<file path="src/design/assert_macros.svh">
// Assertion macros used by the rasterizer design.
`ifndef ASSERT_MACROS_SVH
`define ASSERT_MACROS_SVH

`ifndef SYNTH

// Same-cycle implication.
`define ASSERT_IMPL(label, clk, rst, ante, cons, msg) \
  label: assert property (@(posedge clk) disable iff (rst) (ante) |-> (cons)) else $error(msg);

// Next-cycle implication.
`define ASSERT_NEXT(label, clk, rst, ante, cons, msg) \
  label: assert property (@(posedge clk) disable iff (rst) (ante) |=> (cons)) else $error(msg);

`else

`define ASSERT_IMPL(label, clk, rst, ante, cons, msg)
`define ASSERT_NEXT(label, clk, rst, ante, cons, msg)

`endif

`endif

</file>
<file path="src/design/crm_ram.sv">
module crm_ram #(
  parameter int WIDTH = 64,
  parameter int DEPTH = 32
) (
  input  logic                     clk,
  input  logic                     wr_en,
  input  logic [$clog2(DEPTH)-1:0] wr_addr,
  input  logic [WIDTH-1:0]         wr_data,
  input  logic [$clog2(DEPTH)-1:0] rd_addr,
  output logic [WIDTH-1:0]         rd_data
);

  logic [WIDTH-1:0] mem [DEPTH];

  always_ff @(posedge clk) begin
    if (wr_en) begin
      mem[wr_addr] <= wr_data;
    end
    rd_data <= mem[rd_addr];
  end

endmodule

</file>
<file path="config.mk">
export PLATFORM = sky130hd
export DESIGN_NAME = crm_ram
export DESIGN_NICKNAME = d
export VERILOG_FILES = /design/src/design/assert_macros.svh /design/src/design/crm_ram.sv
export SDC_FILE = /design/constraint.sdc
export NUM_CORES = 2
export LEC_CHECK = 0
export ABC_AREA = 1
export BUFFER_PORTS_ARGS = -buffer_cell sky130_fd_sc_hd__buf_4
export CELL_PAD_IN_SITES_DETAIL_PLACEMENT = 1
export CELL_PAD_IN_SITES_GLOBAL_PLACEMENT = 1
export CORE_UTILIZATION = 52
export DETAILED_ROUTE_END_ITERATION = 7
export MAX_ROUTING_LAYER = met4
export PLACE_DENSITY = 0.77
export SLEW_MARGIN = 20
export SYNTH_ARGS = -nofsm -noshare
export SYNTH_HDL_FRONTEND = slang
export SYNTH_SLANG_ARGS = --single-unit
</file>
<file path="constraint.sdc">
create_clock -name clk -period 5.35 [get_ports clk]
set_input_delay 0.8025 -clock clk [delete_from_list [all_inputs] [get_ports clk]]
set_output_delay 0.8025 -clock clk [all_outputs]
set_load 0.02 [all_outputs]
</file>
==> results.md <==
* Status: complete, no violations
* Min-delay src: wr_data[49]
* Total global routing overflow at 0
* Clock Skew at roughly 28 ps
* Drt drc at 0
* Placed cells at roughly 8,700
* Die area at around 160,000 um2
* Fmax at between 0.3 and 0.4 GHz
* Met3 GRT Util at under 10%
* HP Class: in -> reg
* Crit path launch type: input port
* Remaining antenna violation count at 0
* Clock Tree Root: clkbuf_16
* Synth unique cells at 13
* Multi-input gate area at roughly 18,000 um2
* GRT Total Usage at approximately 34%
* Routed len/inst at 29.4 um
* CTS clk-pin slew, worst paths at 60 ps
* Leak pwr at around 33 nW
* Vias in the first global route at 59,449
* Storage element area at approximately 63,000 um2
* WP data arrival at approximately 3700 ps
* DP Wirelength at between 100,000 and 150,000 um
* Max Transition Viols Final at 0
* Avg Inst Size Synth at approximately 12 um2
* Routed WL at approximately 270,000 um
* Inserted Clock Buffers at 207
* Layout Area Growth over Synthesis at 12.1%
* Reg2Reg Depth at 8
* Global-route wire length before repair at about 400,000 um
* Relative slew slack at a little under a quarter
* Setup TNS at 0 ps
* RSZ-0062 raised after global routing: no
* Slowest CP cell: buf_4
* Initial antenna violation count at 10
* Int Pwr at about 27 mW
* Worst VDD drop at about 0.00036 V
* Most frequent CP cell: nand3_1
* Skew-Pair Late Insertion Delay at roughly 860 ps
* Avg Vias per Cell at roughly 6.3
* Period minus WS final at slightly below 3000 ps
* Layout cells sized above 1 at around 8.3%
* Clock Sinks at approximately 2,100
* Worst Path Max Fanout at 243
* WHS at 356 ps
* Psw at roughly 8.1 mW
* Cell family with the largest share of critical-path delay: buffers and inverters
* Crit path required time at about 6100 ps
* Worst flop-to-flop path endpoint: rd_data[19]
* Met2 Track Usage GR at ~54%
* Resized cells post-CTS at 0
* Synthesized flop and latch total at 2,112
* Synth warn at 0
* Period Utilization, post-route at roughly 55%
* Sw Share at a little under a quarter
* Final Non-Filler Cells at about 9,100
* Clock tree buffer depth at 3
* FF-to-FF Start: mem[1][19]
* R2r setup slk at 3870 ps
* Critical path capture point type: flip-flop
* Initial Util at between 50% and 60%
* CTS H-tree lvls at 4
* Pwr dens at roughly 380 nW/um2
* Max-Cap Viols at 0
* WHS Endpoint: mem[14][49]
* Final Hold Viols at 0
* Post-CTS setup repair buffer count at 0
* Seq/Total Area, Yosys at about three quarters
* Core area at around 160,000 um2
* Met1 Resource Use GR at roughly 44%
* DRT Pass-1 Iters at 6
* Power Total at roughly 35 mW
* Largest stage delay on the critical path at about 830 ps
* CTS tree: built
* Filler instances at roughly 16,000
* Final setup vio count at 0
* Die Y at roughly 400 um
* Placer Congestion at between 0.7 and 0.8
* Least-Margin Pin Slew at between 1000 and 1500 ps
* Syn_nets at ~7,000
* Io pins at 140
* Final net count at slightly below 7,000
* Cts hold-fix bufs at 0
* Vias at 56,964
* Critical path class: in -> reg
* Clk pwr share at 40.8%
* Die Width at 401 um
* Comb pwr share at under 10%
* Iteration-0 DRC Markers at a little over 7,000
* Crit-path cells: buf_8 -> inv_16 -> buf_4 -> nand2_1 -> nand3_1 -> nand3_1 -> nand3_1 -> nand3_1 -> nand2_1
* Largest net degree at the start of global routing at between 200 and 250
* Row cnt at ~150
* Crit. path cell count at 9
* Mapped Area at roughly 83,000 um2
* Hold Crit Depth at 1
* Register share of total power at between 50% and 60%
* WP buf/inv at 3
* GRT busiest layer: met2
* Gate Count Post-Synth at approximately 6,800
* IO buf count at 139
## layout by cell type (no fill, tap or decap), types with 24 or more instances in the layout
cell type / Yosys / routed
nand3_1: 1800 / 1800
clkbuf_1: 82 / 64
nand2_1: 2376 / 2376
buf_4: 28 / 184
edfxtp_1: 2048 / 2048
clkinv_1: 0 / 37
clkinv_2: 0 / 34
nor2_4: 0 / 32
clkbuf_16: 0 / 210
dfxtp_1: 64 / 64
buf_12: 0 / 64
clkbuf_8: 0 / 24
## how the worst max path moves through the flow
stage	startpoint	to	slack (ps)
floorplan	wr_addr[0]	mem[0][0]	1080
global placement	rd_addr[0]	rd_data[13]	1720
detailed placement	rd_addr[0]	rd_data[63]	1670
CTS	rd_addr[0]	rd_data[63]	2550
global route	rd_addr[0]	rd_data[63]	2270
finish	rd_addr[0]	rd_data[63]	2390
## sequential cells by signal, indices dropped and copies added, names as in the netlist
name	count
mem	2048
rd_data	64
## area by class of cell
| cell class | instances | share of cell area [%] |
|---|---|---|
| flip-flops and latches | 2112 | 67.5 |
| clock buffers | 297 | 6.25 |
| diodes | 8 | 0.0215 |
| well taps | 2072 | 2.79 |
| multi-input cells | 4208 | 19.7 |
| inverters | 10 | 0.0847 |
| repair buffers | 252 | 2.92 |
| clock inverters | 97 | 0.803 |
## power groups by stage
stage	logic [mW]	registers [mW]	clock network (mW)
final	2.18	18.5	14.3
after floorplan	1.12	18.9	0
after global placement	2.05	18.8	0
after detailed placement	2.14	18.8	0
after global routing	2.34	18.5	14.9
after CTS	2.17	18.5	14.3
## routing by layer
| layer | up-vias | wire (um) |
|---|---|---|
| li1 | 24055 | - |
| met3 | 562 | 22200 |
| met2 | 2944 | 131000 |
| met5 | - | 0 |
| met1 | 29403 | 105000 |
| met4 | 0 | 8930 |
## through the flow
step                      setup slack, ps  cell area (um2)  util (%)
after floorplan                      1080            83000         -
after global placement               1720            86500      54.6
after detailed placement             1670            86500      54.6
after CTS                            2550            93000      58.7
after global routing                 2270            93000      58.7
final                                2390            93000      58.7
## synth_stat cells (all sizes together)
cell    count  area share [%]
edfxtp   2048              74
clkbuf     82            0.37
buf       356             2.2
nor2       32            0.14
nand3    1800              11
dfxtp      64             1.5
nand2    2376              11
inv        10           0.048
## worst register-to-register path, stage by stage (launching register included)
cell and delay (ps):
edfxtp_1 410, nand2_1 120, nand3_1 120, nand3_1 140, nand2_1 90, nand2_1 80
nand2_1 70, nand2_1 70, nand2_1 200
## cells by family (layout without fill, tap and decap cells)
kind of cell  count (synthesis)  count (layout)  synth area share [%]
other cells                   0               8                     0
buf+inv                     448             656                  2.61
simple gates               4208            4208                  21.7
flops                      2112            2112                  75.6
No activity file was read; power rests on OpenSTA's default activity.
